--- src/hw/rtl/frd_pkg.sv ---
`timescale 1ns / 1ps

package frd_pkg;

   localparam int DATA_WIDTH = 32;
   localparam int CNT_WIDTH  = $clog2(DATA_WIDTH);

   typedef struct packed {
      logic signed [DATA_WIDTH-1:0] numerator_in;
      logic signed [DATA_WIDTH-1:0] denominator_in;
   } frd_req_type;

   typedef struct packed {
      logic signed [DATA_WIDTH-1:0] numerator_out;
      logic signed [DATA_WIDTH-1:0] denominator_out;
      logic                         zero_fraction_error;
   } frd_rsp_type;

   typedef struct packed {
      logic                  start;
      logic [DATA_WIDTH-1:0] dividend;
      logic [DATA_WIDTH-1:0] divisor;
   } frd_div_req_type;

   typedef struct packed {
      logic                  done;
      logic [DATA_WIDTH-1:0] quotient;
      logic [DATA_WIDTH-1:0] remainder;
   } frd_div_rsp_type;

endpackage

--- src/hw/rtl/frd_divider.sv ---
`timescale 1ns / 1ps

module frd_divider
   import frd_pkg::*;
(
   input  logic            clock,
   input  logic            reset,
   input  frd_div_req_type div_req,
   output frd_div_rsp_type div_rsp
);

   logic                  busy_ff, busy_in;
   logic                  done_ff, done_in;
   logic [CNT_WIDTH-1:0]  cnt_ff, cnt_in;
   logic [DATA_WIDTH-1:0] rem_ff, rem_in;
   logic [DATA_WIDTH-1:0] quo_ff, quo_in;
   logic [DATA_WIDTH-1:0] dvs_ff, dvs_in;

   logic [DATA_WIDTH:0]   shifted;
   logic [DATA_WIDTH:0]   diff;

   assign shifted = {rem_ff, quo_ff[DATA_WIDTH-1]};
   assign diff    = shifted - {1'b0, dvs_ff};

   always_comb begin
      busy_in = busy_ff;
      done_in = 1'b0;
      cnt_in  = cnt_ff;
      rem_in  = rem_ff;
      quo_in  = quo_ff;
      dvs_in  = dvs_ff;
      if (div_req.start) begin
         busy_in = 1'b1;
         cnt_in  = CNT_WIDTH'(DATA_WIDTH - 1);
         rem_in  = '0;
         quo_in  = div_req.dividend;
         dvs_in  = div_req.divisor;
      end else if (busy_ff) begin
         if (!diff[DATA_WIDTH]) begin
            rem_in = diff[DATA_WIDTH-1:0];
            quo_in = {quo_ff[DATA_WIDTH-2:0], 1'b1};
         end else begin
            rem_in = shifted[DATA_WIDTH-1:0];
            quo_in = {quo_ff[DATA_WIDTH-2:0], 1'b0};
         end
         cnt_in = cnt_ff - 1'b1;
         if (cnt_ff == '0) begin
            busy_in = 1'b0;
            done_in = 1'b1;
         end
      end
   end

   always_ff @(posedge clock) begin
      if (reset) begin
         busy_ff <= 1'b0;
         done_ff <= 1'b0;
      end else begin
         busy_ff <= busy_in;
         done_ff <= done_in;
      end
      cnt_ff <= cnt_in;
      rem_ff <= rem_in;
      quo_ff <= quo_in;
      dvs_ff <= dvs_in;
   end

   assign div_rsp.done      = done_ff;
   assign div_rsp.quotient  = quo_ff;
   assign div_rsp.remainder = rem_ff;

`ifndef SYNTH
   a_no_start_busy: assert property (@(posedge clock) disable iff (reset)
      div_req.start |-> !busy_ff)
      else $error("divider started while busy");

   a_last_step_done: assert property (@(posedge clock) disable iff (reset)
      busy_ff && !div_req.start && cnt_ff == '0 |=> done_ff && !busy_ff)
      else $error("divider missed its done pulse");

   a_rem_below_divisor: assert property (@(posedge clock) disable iff (reset)
      done_ff |-> rem_ff < dvs_ff)
      else $error("divider remainder not below divisor");
`endif

endmodule

--- src/hw/rtl/fraction_reducer.sv ---
// Reduces by Euclid's algorithm on the magnitudes, one divide per step, then divides numerator
// and denominator by the GCD, all on one restoring divider; a zero pair is flagged without a divide.
// A new word is not taken until the last one reaches the output register; req_ready is high only while idle.
// A finished word sits in the output register, so the next request is taken while it waits.
// Reset: synchronous, active high; clears the sequencer, the divider and rsp_valid.
`timescale 1ns / 1ps

module fraction_reducer
   import frd_pkg::*;
(
   input  logic        clock,
   input  logic        reset,
   input  logic        req_valid,
   output logic        req_ready,
   input  frd_req_type req_data,
   output logic        rsp_valid,
   input  logic        rsp_ready,
   output frd_rsp_type rsp_data
);

   typedef enum logic [5:0] {
      ST_IDLE  = 6'b000001,
      ST_CHECK = 6'b000010,
      ST_GCD   = 6'b000100,
      ST_DIVN  = 6'b001000,
      ST_DIVD  = 6'b010000,
      ST_OUT   = 6'b100000
   } frd_state_type;

   frd_state_type state_ff, state_in;

   logic                         div_start_ff, div_start_in;
   logic                         a_neg_ff, a_neg_in, b_neg_ff, b_neg_in;
   logic [DATA_WIDTH-1:0]        a_mag_ff, a_mag_in, b_mag_ff, b_mag_in;
   logic                         num_neg_ff, num_neg_in, den_neg_ff, den_neg_in;
   logic [DATA_WIDTH-1:0]        num_mag_ff, num_mag_in, den_mag_ff, den_mag_in;
   logic signed [DATA_WIDTH-1:0] qn_ff, qn_in, qd_ff, qd_in;
   logic                         err_ff, err_in;
   logic                         rsp_valid_ff, rsp_valid_in;
   frd_rsp_type                  rsp_data_ff, rsp_data_in;

   logic [DATA_WIDTH-1:0] num_raw, den_raw;
   logic                  out_free;
   frd_div_req_type       div_req;
   frd_div_rsp_type       div_rsp;

   frd_divider u_divider (
      .clock   (clock),
      .reset   (reset),
      .div_req (div_req),
      .div_rsp (div_rsp)
   );

   assign num_raw   = req_data.numerator_in;
   assign den_raw   = req_data.denominator_in;
   assign out_free  = !rsp_valid_ff || rsp_ready;
   assign req_ready = (state_ff == ST_IDLE);

   always_comb begin
      div_req.start = div_start_ff;
      case (state_ff)
         ST_GCD: begin
            div_req.dividend = a_mag_ff;
            div_req.divisor  = b_mag_ff;
         end
         ST_DIVN: begin
            div_req.dividend = num_mag_ff;
            div_req.divisor  = a_mag_ff;
         end
         default: begin
            div_req.dividend = den_mag_ff;
            div_req.divisor  = a_mag_ff;
         end
      endcase
   end

   always_comb begin
      state_in     = state_ff;
      div_start_in = 1'b0;
      a_neg_in     = a_neg_ff;
      a_mag_in     = a_mag_ff;
      b_neg_in     = b_neg_ff;
      b_mag_in     = b_mag_ff;
      num_neg_in   = num_neg_ff;
      num_mag_in   = num_mag_ff;
      den_neg_in   = den_neg_ff;
      den_mag_in   = den_mag_ff;
      qn_in        = qn_ff;
      qd_in        = qd_ff;
      err_in       = err_ff;
      rsp_valid_in = rsp_valid_ff && !rsp_ready;
      rsp_data_in  = rsp_data_ff;
      case (state_ff)
         ST_IDLE: begin
            if (req_valid) begin
               num_neg_in = num_raw[DATA_WIDTH-1];
               num_mag_in = num_raw[DATA_WIDTH-1] ? (~num_raw + 1'b1) : num_raw;
               den_neg_in = den_raw[DATA_WIDTH-1];
               den_mag_in = den_raw[DATA_WIDTH-1] ? (~den_raw + 1'b1) : den_raw;
               a_neg_in   = num_neg_in;
               a_mag_in   = num_mag_in;
               b_neg_in   = den_neg_in;
               b_mag_in   = den_mag_in;
               state_in   = ST_CHECK;
            end
         end
         ST_CHECK: begin
            if (b_mag_ff != '0) begin
               div_start_in = 1'b1;
               state_in     = ST_GCD;
            end else if (a_mag_ff == '0) begin
               qn_in    = '0;
               qd_in    = '0;
               err_in   = 1'b1;
               state_in = ST_OUT;
            end else begin
               err_in       = 1'b0;
               div_start_in = 1'b1;
               state_in     = ST_DIVN;
            end
         end
         ST_GCD: begin
            if (div_rsp.done) begin
               a_neg_in = b_neg_ff;
               a_mag_in = b_mag_ff;
               b_neg_in = a_neg_ff && (div_rsp.remainder != '0);
               b_mag_in = div_rsp.remainder;
               state_in = ST_CHECK;
            end
         end
         ST_DIVN: begin
            if (div_rsp.done) begin
               qn_in = (num_neg_ff ^ a_neg_ff) ? $signed(-div_rsp.quotient)
                                               : $signed(div_rsp.quotient);
               div_start_in = 1'b1;
               state_in     = ST_DIVD;
            end
         end
         ST_DIVD: begin
            if (div_rsp.done) begin
               qd_in = (den_neg_ff ^ a_neg_ff) ? $signed(-div_rsp.quotient)
                                               : $signed(div_rsp.quotient);
               state_in = ST_OUT;
            end
         end
         ST_OUT: begin
            if (out_free) begin
               rsp_valid_in                    = 1'b1;
               rsp_data_in.numerator_out       = qn_ff;
               rsp_data_in.denominator_out     = qd_ff;
               rsp_data_in.zero_fraction_error = err_ff;
               state_in                        = ST_IDLE;
            end
         end
         default: begin
            state_in = ST_IDLE;
         end
      endcase
   end

   always_ff @(posedge clock) begin
      if (reset) begin
         state_ff     <= ST_IDLE;
         div_start_ff <= 1'b0;
         rsp_valid_ff <= 1'b0;
      end else begin
         state_ff     <= state_in;
         div_start_ff <= div_start_in;
         rsp_valid_ff <= rsp_valid_in;
      end
      a_neg_ff    <= a_neg_in;
      a_mag_ff    <= a_mag_in;
      b_neg_ff    <= b_neg_in;
      b_mag_ff    <= b_mag_in;
      num_neg_ff  <= num_neg_in;
      num_mag_ff  <= num_mag_in;
      den_neg_ff  <= den_neg_in;
      den_mag_ff  <= den_mag_in;
      qn_ff       <= qn_in;
      qd_ff       <= qd_in;
      err_ff      <= err_in;
      rsp_data_ff <= rsp_data_in;
   end

   assign rsp_valid = rsp_valid_ff;
   assign rsp_data  = rsp_data_ff;

`ifndef SYNTH
   a_accept_to_check: assert property (@(posedge clock) disable iff (reset)
      req_valid && req_ready |=> state_ff == ST_CHECK)
      else $error("accepted word did not enter the check step");

   a_error_zero: assert property (@(posedge clock) disable iff (reset)
      rsp_valid && rsp_data.zero_fraction_error |->
         rsp_data.numerator_out == '0 && rsp_data.denominator_out == '0)
      else $error("error word carries nonzero fields");

   a_done_in_div_state: assert property (@(posedge clock) disable iff (reset)
      div_rsp.done |-> state_ff == ST_GCD || state_ff == ST_DIVN || state_ff == ST_DIVD)
      else $error("divider done outside a divide step");

   a_zero_pair_error: assert property (@(posedge clock) disable iff (reset)
      state_ff == ST_CHECK && b_mag_ff == '0 && a_mag_ff == '0 |=>
         state_ff == ST_OUT && err_ff)
      else $error("zero pair not flagged");
`endif

endmodule
--- config.mk ---
export PLATFORM = sky130hd
export DESIGN_NAME = fraction_reducer
export DESIGN_NICKNAME = d
export VERILOG_FILES = /design/src/hw/rtl/frd_pkg.sv /design/src/hw/rtl/frd_divider.sv /design/src/hw/rtl/fraction_reducer.sv
export SDC_FILE = /design/constraint.sdc
export NUM_CORES = 1
export LEC_CHECK = 0
export BUFFER_PORTS_ARGS = -buffer_cell sky130_fd_sc_hd__buf_2
export CAP_MARGIN = 10
export CORE_MARGIN = 2
export CORE_UTILIZATION = 45
export DETAILED_ROUTE_END_ITERATION = 8
export GPL_TIMING_DRIVEN = 0
export SETUP_SLACK_MARGIN = 0.5
export SYNTH_ARGS = -nofsm -noshare
export SYNTH_HDL_FRONTEND = slang
export SYNTH_SLANG_ARGS = --single-unit
--- constraint.sdc ---
create_clock -name clock -period 14.7 [get_ports clock]
set_input_delay 2.94 -clock clock [delete_from_list [all_inputs] [get_ports clock]]
set_output_delay 2.94 -clock clock [all_outputs]
set_load 0.03 [all_outputs]
==> results_dict.tcl, run 1 <==
set metrics [dict create \
    dpl.hpwl_um 43200 \
    route.vias.total 14600 \
    rows 74 \
    cts.root.buffer_cell "clkbuf_16" \
    clock_transition_at_path_regs_ns 0.06 \
    timing.setup.critical_path_class "in -> reg" \
    grt_first_pass_wirelength_um 83100 \
    layout_worst_path_cycle_share_pct 37.2 \
    post-route-util_pct 52.5 \
    port_buffers 133 \
    drt.antenna.violating_nets 0 \
    detail_route.drc_violations 0 \
    initial_core_util_pct 45.6 \
    timing.hold.worst.class "reg -> reg" \
    cts_buffers 39 \
    synthToLayoutAreaGrowth_pct 15.1 \
    rsz_0062_raised_after_global_routing "no" \
    clock_sinks 373 \
    setup_viol 0 \
    htreeDepth 2 \
    postSynthCellCount 1767 \
    cts-root-to-sink-buffers 3 \
    relSlewSlack_pct 32.8 \
    ys_seq_area_share_pct 57.5 \
    antenna_found_initial 4 \
    ff_latch_area_sq_um 10700 \
    dr.first_iter.drc_count 1492 \
    multiInputGateArea_sq_um 7430 \
    synth.largest_area_cell "edfxtp_1" \
    library_cell_appearing_most_often_on_the_critical_path "nor2_1" \
    power.density_nw_per_um2 164 \
    synth_async_sr_flop_share_pct 0 \
    grt_start_max_net_pins 67 \
    final_non_filler_cell_total 2518 \
    post_cts_resize_count 0 \
    yosysTopAreaCellShare_pct 52.5 \
    replace_congestion 0.932 \
    syn_avg_cell_area_sq_um 10.6 \
    core_sq_um 40900 \
    crit_chain "buf_2 > or4_4 > nor4_4 > nand3_1 > or4_1 > or3_1 > clkbuf_1 > o41ai_1 > xnor2_1 > nor2_1 > nor2_1" \
    io_pins 135 \
    number_of_buffers_inserted_for_hold_repair_after_clock_tree_synthesis 0 \
    design.die.area_sq_um 43100 \
    drt-vias-per-instance 5.80 \
    totalNegativeSetupSlack_ns 0 \
    worstPathMaxFanout 6 \
    later_pin_clock_latency_in_the_skew_report_ns 0.54 \
    critical-path-top-delay-family "simple AND/OR/NAND/NOR gates" \
    postSynthNetCount 1872 \
    cts_tree "yes" \
    crit_path_start_kind "primary input" \
    worstPathRequired_ns 15.00 \
    pre_cts_slack_ns 8.67 \
    final_hold_viol_count 0 \
    max_cap_viol_count 0 \
    synth_register_bits 373 \
    critical_path_buf_inv_count 2 \
    grt_pass1_vias 13800 \
    die_height_um 208 \
    synth-edff-count 326 \
    gr-total-overflow 0 \
    critPathArrivalTime_ns 5.76 \
    postCtsSetupBuffers 0 \
    tightest_slew_ns 1.00 \
    synthTopCellsByCount "326 x edfxtp_1, 259 x nor2_1, 247 x nand2_1" \
    synth.cell_area_sq_um 18700 \
    yosys.cell_count.top_type "edfxtp_1" \
    p_total_mw 3.52 \
    layout_min_cycle_time_ns 5.46 \
    nNetsFinal 2057 \
    library_cells_used_by_synthesis 79 \
    slew_violations 0 \
    nFillCells 3693 \
    fp.dieW_um 208 \
    critPathSlowestCell "or4_4" \
    detailedRoute.firstPassIterationCount 5 \
    setup.worst_path.end_class "flop" \
    cellLeakagePower_nw 7.99 \
    yosys_warnings 0 \
    result_of_the_run "completed" \
    max_freq_mhz 183 \
    worst_path_largest_cell_delay_ns 0.57 \
    finClkSkew_ns 0.0262 \
    finalWorstSetupSlack_ns 9.24 \
    dominantRegCellSynth "edfxtp_1" \
    dp.cells 2443 \
    drive_above_1_share_pct 12.4 \
    routed_wire_length_per_instance_um 22.0 \
    wl_um 55500 \
    global_route.usage.total_pct 25.2 \
    max-vdd-ir-drop_mv 0.0746 \
    netlist_top_cells_area "edfxtp_1 52%, nor2_1 5.2%, dfxtp_1 5.0%" \
]
-- flip-flops by register name, indices dropped and copies added (netlist names), 5 cells and up --
register / flops
a_mag_ff: 32
b_mag_ff: 32
den_mag_ff: 32
num_mag_ff: 32
qd_ff: 32
qn_ff: 32
rsp_data: 65
state_ff: 6
u_divider.cnt_ff: 5
u_divider.dvs_ff: 32
u_divider.quo_ff: 32
u_divider.rem_ff: 32
-- routing by layer --
metal	part of all wire, %	global-route usage, %
met4	2.7	7.61
met5	0.032	0
met1	44	36.0
met3	8.3	3.90
met2	45	39.8
-- final cells by class --
type,count,share of cell area (%)
clock buffers,49,4.86
plain buffers,88,1.55
inverters,53,0.926
well taps,532,3.10
diodes,3,0.0349
flip-flops and latches,373,49.9
repair buffers,144,3.97
multi-input cells,1253,34.6
clock inverters,23,1.06
-- cells by family after synthesis --
| kind of cell | after synthesis | share of synthesized area (%) |
|---|---|---|
| mux | 30 | 1.75 |
| flops | 373 | 57.5 |
| simple gates | 703 | 17.3 |
| xor+xnor | 120 | 5.63 |
| buf+inv | 141 | 2.85 |
| compound gates | 363 | 12.4 |
| fa+ha+maj | 37 | 2.52 |
-- cells in the final DEF, fill, tap and decap left out, types with 11 or more instances in the layout --
cell,netlist,routed
o21ai_0,93,93
xor2_1,47,47
edfxtp_1,326,326
nor3_1,23,22
a31oi_1,37,37
a21o_1,21,21
o21a_1,11,11
clkbuf_1,77,85
nand3_1,13,13
nor2_1,259,258
mux2i_1,12,12
a22oi_1,33,33
buf_2,1,134
o31ai_1,13,13
a21oi_1,88,88
dfxtp_1,47,47
ha_1,36,36
a311oi_1,16,16
nand2_1,247,247
or3_1,48,48
nand2b_1,16,16
clkbuf_16,0,40
xnor2_1,73,73
inv_1,53,53
mux2_2,17,17
nor4_1,31,31
-- final timing paths --
kind / start / end / slack (ns) / depth (start not counted)
hold / removal: qn_ff[4] / rsp_data[37] / 0.42 / 0
hold reg to reg: qn_ff[4] / rsp_data[37] / 0.42 / 0
setup / recovery: req_data[36] / a_mag_ff[29] / 9.24 / 11
setup reg to reg: u_divider.quo_ff[31] / u_divider.rem_ff[26] / 10.04 / 13
-- worst reg2reg max path: cells and delay by family, from the launching register on --
family	cells	cell delay [ns]
AOI/OAI and AO/OA	7	2.28
xor gates and xnor gates	1	0.22
adders and majority gates	2	0.69
buffers and inverters	2	0.77
DFF	1	0.43
and+or+nand+nor	1	0.19
-- where the power goes --
part | switching, mW | internal, mW
sequential | 0.177 | 1.34
clock | 0.414 | 0.577
combinational | 0.635 | 0.371
total | 1.23 | 2.29
-- metrics by stage --
| stage | hold slack, ns | cell area, sq um |
|---|---|---|
| 2_1_floorplan | 0.400 | 18700 |
| 3_3_place_gp | 0.401 | 20000 |
| 3_5_place_dp | 0.405 | 20200 |
| 4_1_cts | 0.419 | 21500 |
| 5_1_grt | 0.422 | 21500 |
| 6_report | 0.418 | 21500 |
No activity file was read; power rests on OpenSTA's default activity.
==> inputs of run 2 (changes only) <==
clock period = 5.1 ns   (was 14.7 ns; I/O delays follow)
==> results_dict.tcl, run 2 (synthesis results as in run 1) <==
set metrics [dict create \
    cts.root.buffer_cell "clkbuf_16" \
    crit_path_start_kind "flop" \
    detail_route.drc_violations 0 \
    layout_min_cycle_time_ns 4.22 \
    fp.dieW_um 208 \
    rows 74 \
    max_freq_mhz 237 \
    io_pins 135 \
    postCtsSetupBuffers 0 \
    setup_viol 0 \
    worst_path_largest_cell_delay_ns 0.42 \
    rsz_0062_raised_after_global_routing "no" \
    wl_um 56100 \
    gr-total-overflow 0 \
    tightest_slew_ns 1.06 \
    critical-path-top-delay-family "compound AO/OA/AOI/OAI gates" \
    finClkSkew_ns 0.0143 \
    power.density_nw_per_um2 474 \
    post-route-util_pct 52.6 \
    worstPathMaxFanout 10 \
    design.die.area_sq_um 43100 \
    max-vdd-ir-drop_mv 0.221 \
    mostFrequentLayoutCell "edfxtp_1" \
    drt.antenna.violating_nets 0 \
    comb_power_share_pct 28.9 \
    slew_violations 0 \
    timing.hold.worst.class "reg -> reg" \
    synthToLayoutAreaGrowth_pct 15.4 \
    power.internal_mw 6.65 \
    drive_above_1_share_pct 12.5 \
    post_cts_resize_count 0 \
    worstPathRequired_ns 5.41 \
    power.sequential.fraction_pct 43.1 \
    dpl.hpwl_um 43200 \
    route.vias.total 14700 \
    later_pin_clock_latency_in_the_skew_report_ns 0.54 \
    layout_worst_path_cycle_share_pct 82.8 \
    number_of_buffers_inserted_for_hold_repair_after_clock_tree_synthesis 0 \
    dr.first_iter.drc_count 1351 \
    largest_register_ff_count 65 \
    nNetsFinal 2056 \
    antenna_found_initial 1 \
    grt_pass1_vias 13800 \
    cts_buffers 41 \
    result_of_the_run "completed" \
    clock_sinks 373 \
    timing.setup.critical_path_class "reg -> reg" \
    cellLeakagePower_nw 8.01 \
    nFillCells 3688 \
    core_sq_um 40900 \
    initial_core_util_pct 45.6 \
    grt_start_max_net_pins 67 \
    critPathArrivalTime_ns 4.53 \
    grt_first_pass_wirelength_um 83200 \
    cts-root-to-sink-buffers 3 \
    drt-vias-per-instance 5.83 \
    global_route.usage.total_pct 25.3 \
    htreeDepth 2 \
    final_hold_viol_count 0 \
    critical_path_buf_inv_count 2 \
    detailedRoute.firstPassIterationCount 5 \
    setup.worst_path.end_class "flop" \
    routed_wire_length_per_instance_um 22.3 \
    die_height_um 208 \
    critPathSlowestCell "edfxtp_1" \
    p_sw_mw 3.54 \
    port_buffers 133 \
    clock_power_share_pct 28.1 \
    replace_congestion 1.01 \
    totalNegativeSetupSlack_ns 0 \
    relSlewSlack_pct 29.3 \
    power_switching_share_pct 34.8 \
    crit_chain "inv_1 > ha_1 > fa_1 > nand2b_1 > a21oi_1 > o21ai_0 > a211oi_2 > o21ai_0 > a21oi_1 > xnor2_1 > clkbuf_2 > nor2_1 > a31oi_1" \
    worst_hold_slack_ns 0.417 \
    cts_tree "yes" \
    max_cap_viol_count 0 \
    clock_transition_at_path_regs_ns 0.06 \
    final_cell_mix "326 x edfxtp_1, 258 x nor2_1, 247 x nand2_1" \
]
[run 2: cell count changes in the layout (fill, tap and decap cells not counted), sizes merged]
cell,change
clkinv,-2
buf,-3
clkbuf,+6
diode,-2
bufinv,-2
[run 2: final timing paths]
kind	to	cells past startpoint	start	slack, ns
hold / removal	rsp_data[56]	0	qn_ff[23]	0.42
hold reg to reg	rsp_data[56]	0	qn_ff[23]	0.42
setup reg to reg	u_divider.quo_ff[0]	13	u_divider.quo_ff[31]	0.88
setup / recovery	u_divider.quo_ff[0]	13	u_divider.quo_ff[31]	0.88
[run 2: layer usage]
layer  up-vias  GRT usage, %  part of all wire (%)
li1       6794             -                     -
met1      7090          36.2                    44
met2       695          40.4                    45
met3        79          3.86                   8.2
met4         0          6.70                   2.4
met5         -             0                     0
[run 2: area by class of cell]
class	instances	area, sq um	share of cell area, %
Sequential cell	373	10700	49.8
Multi-Input combinational cell	1253	7440	34.5
Clock buffer	55	1140	5.30
Timing Repair Buffer	141	871	4.04
Tap cell	532	666	3.09
Buffer	88	338	1.57
Inverter	53	199	0.924
Clock inverter	19	148	0.686
Antenna cell	1	2.50	0.0116
[run 2: power by group through the flow]
stage / Sequential [mW] / Clock, mW / Combinational [mW]
floorplan: 4.21 / 0 / 2.03
global placement: 4.47 / 0 / 2.73
detailed placement: 4.43 / 0 / 2.87
CTS: 4.37 / 2.89 / 2.89
global route: 4.43 / 3.00 / 3.23
finish: 4.39 / 2.86 / 2.94
[run 2: through the flow]
stage	std cells	cell area, sq um	power, mW	setup slack, ns
2_1_floorplan	1767	18700	6.24	0.554
3_3_place_gp	2432	20000	7.20	-1.33
3_5_place_dp	2440	20200	7.30	0.584
4_1_cts	2514	21500	10.2	0.550
5_1_grt	2514	21500	10.7	0.564
6_report	2515	21500	10.2	0.878
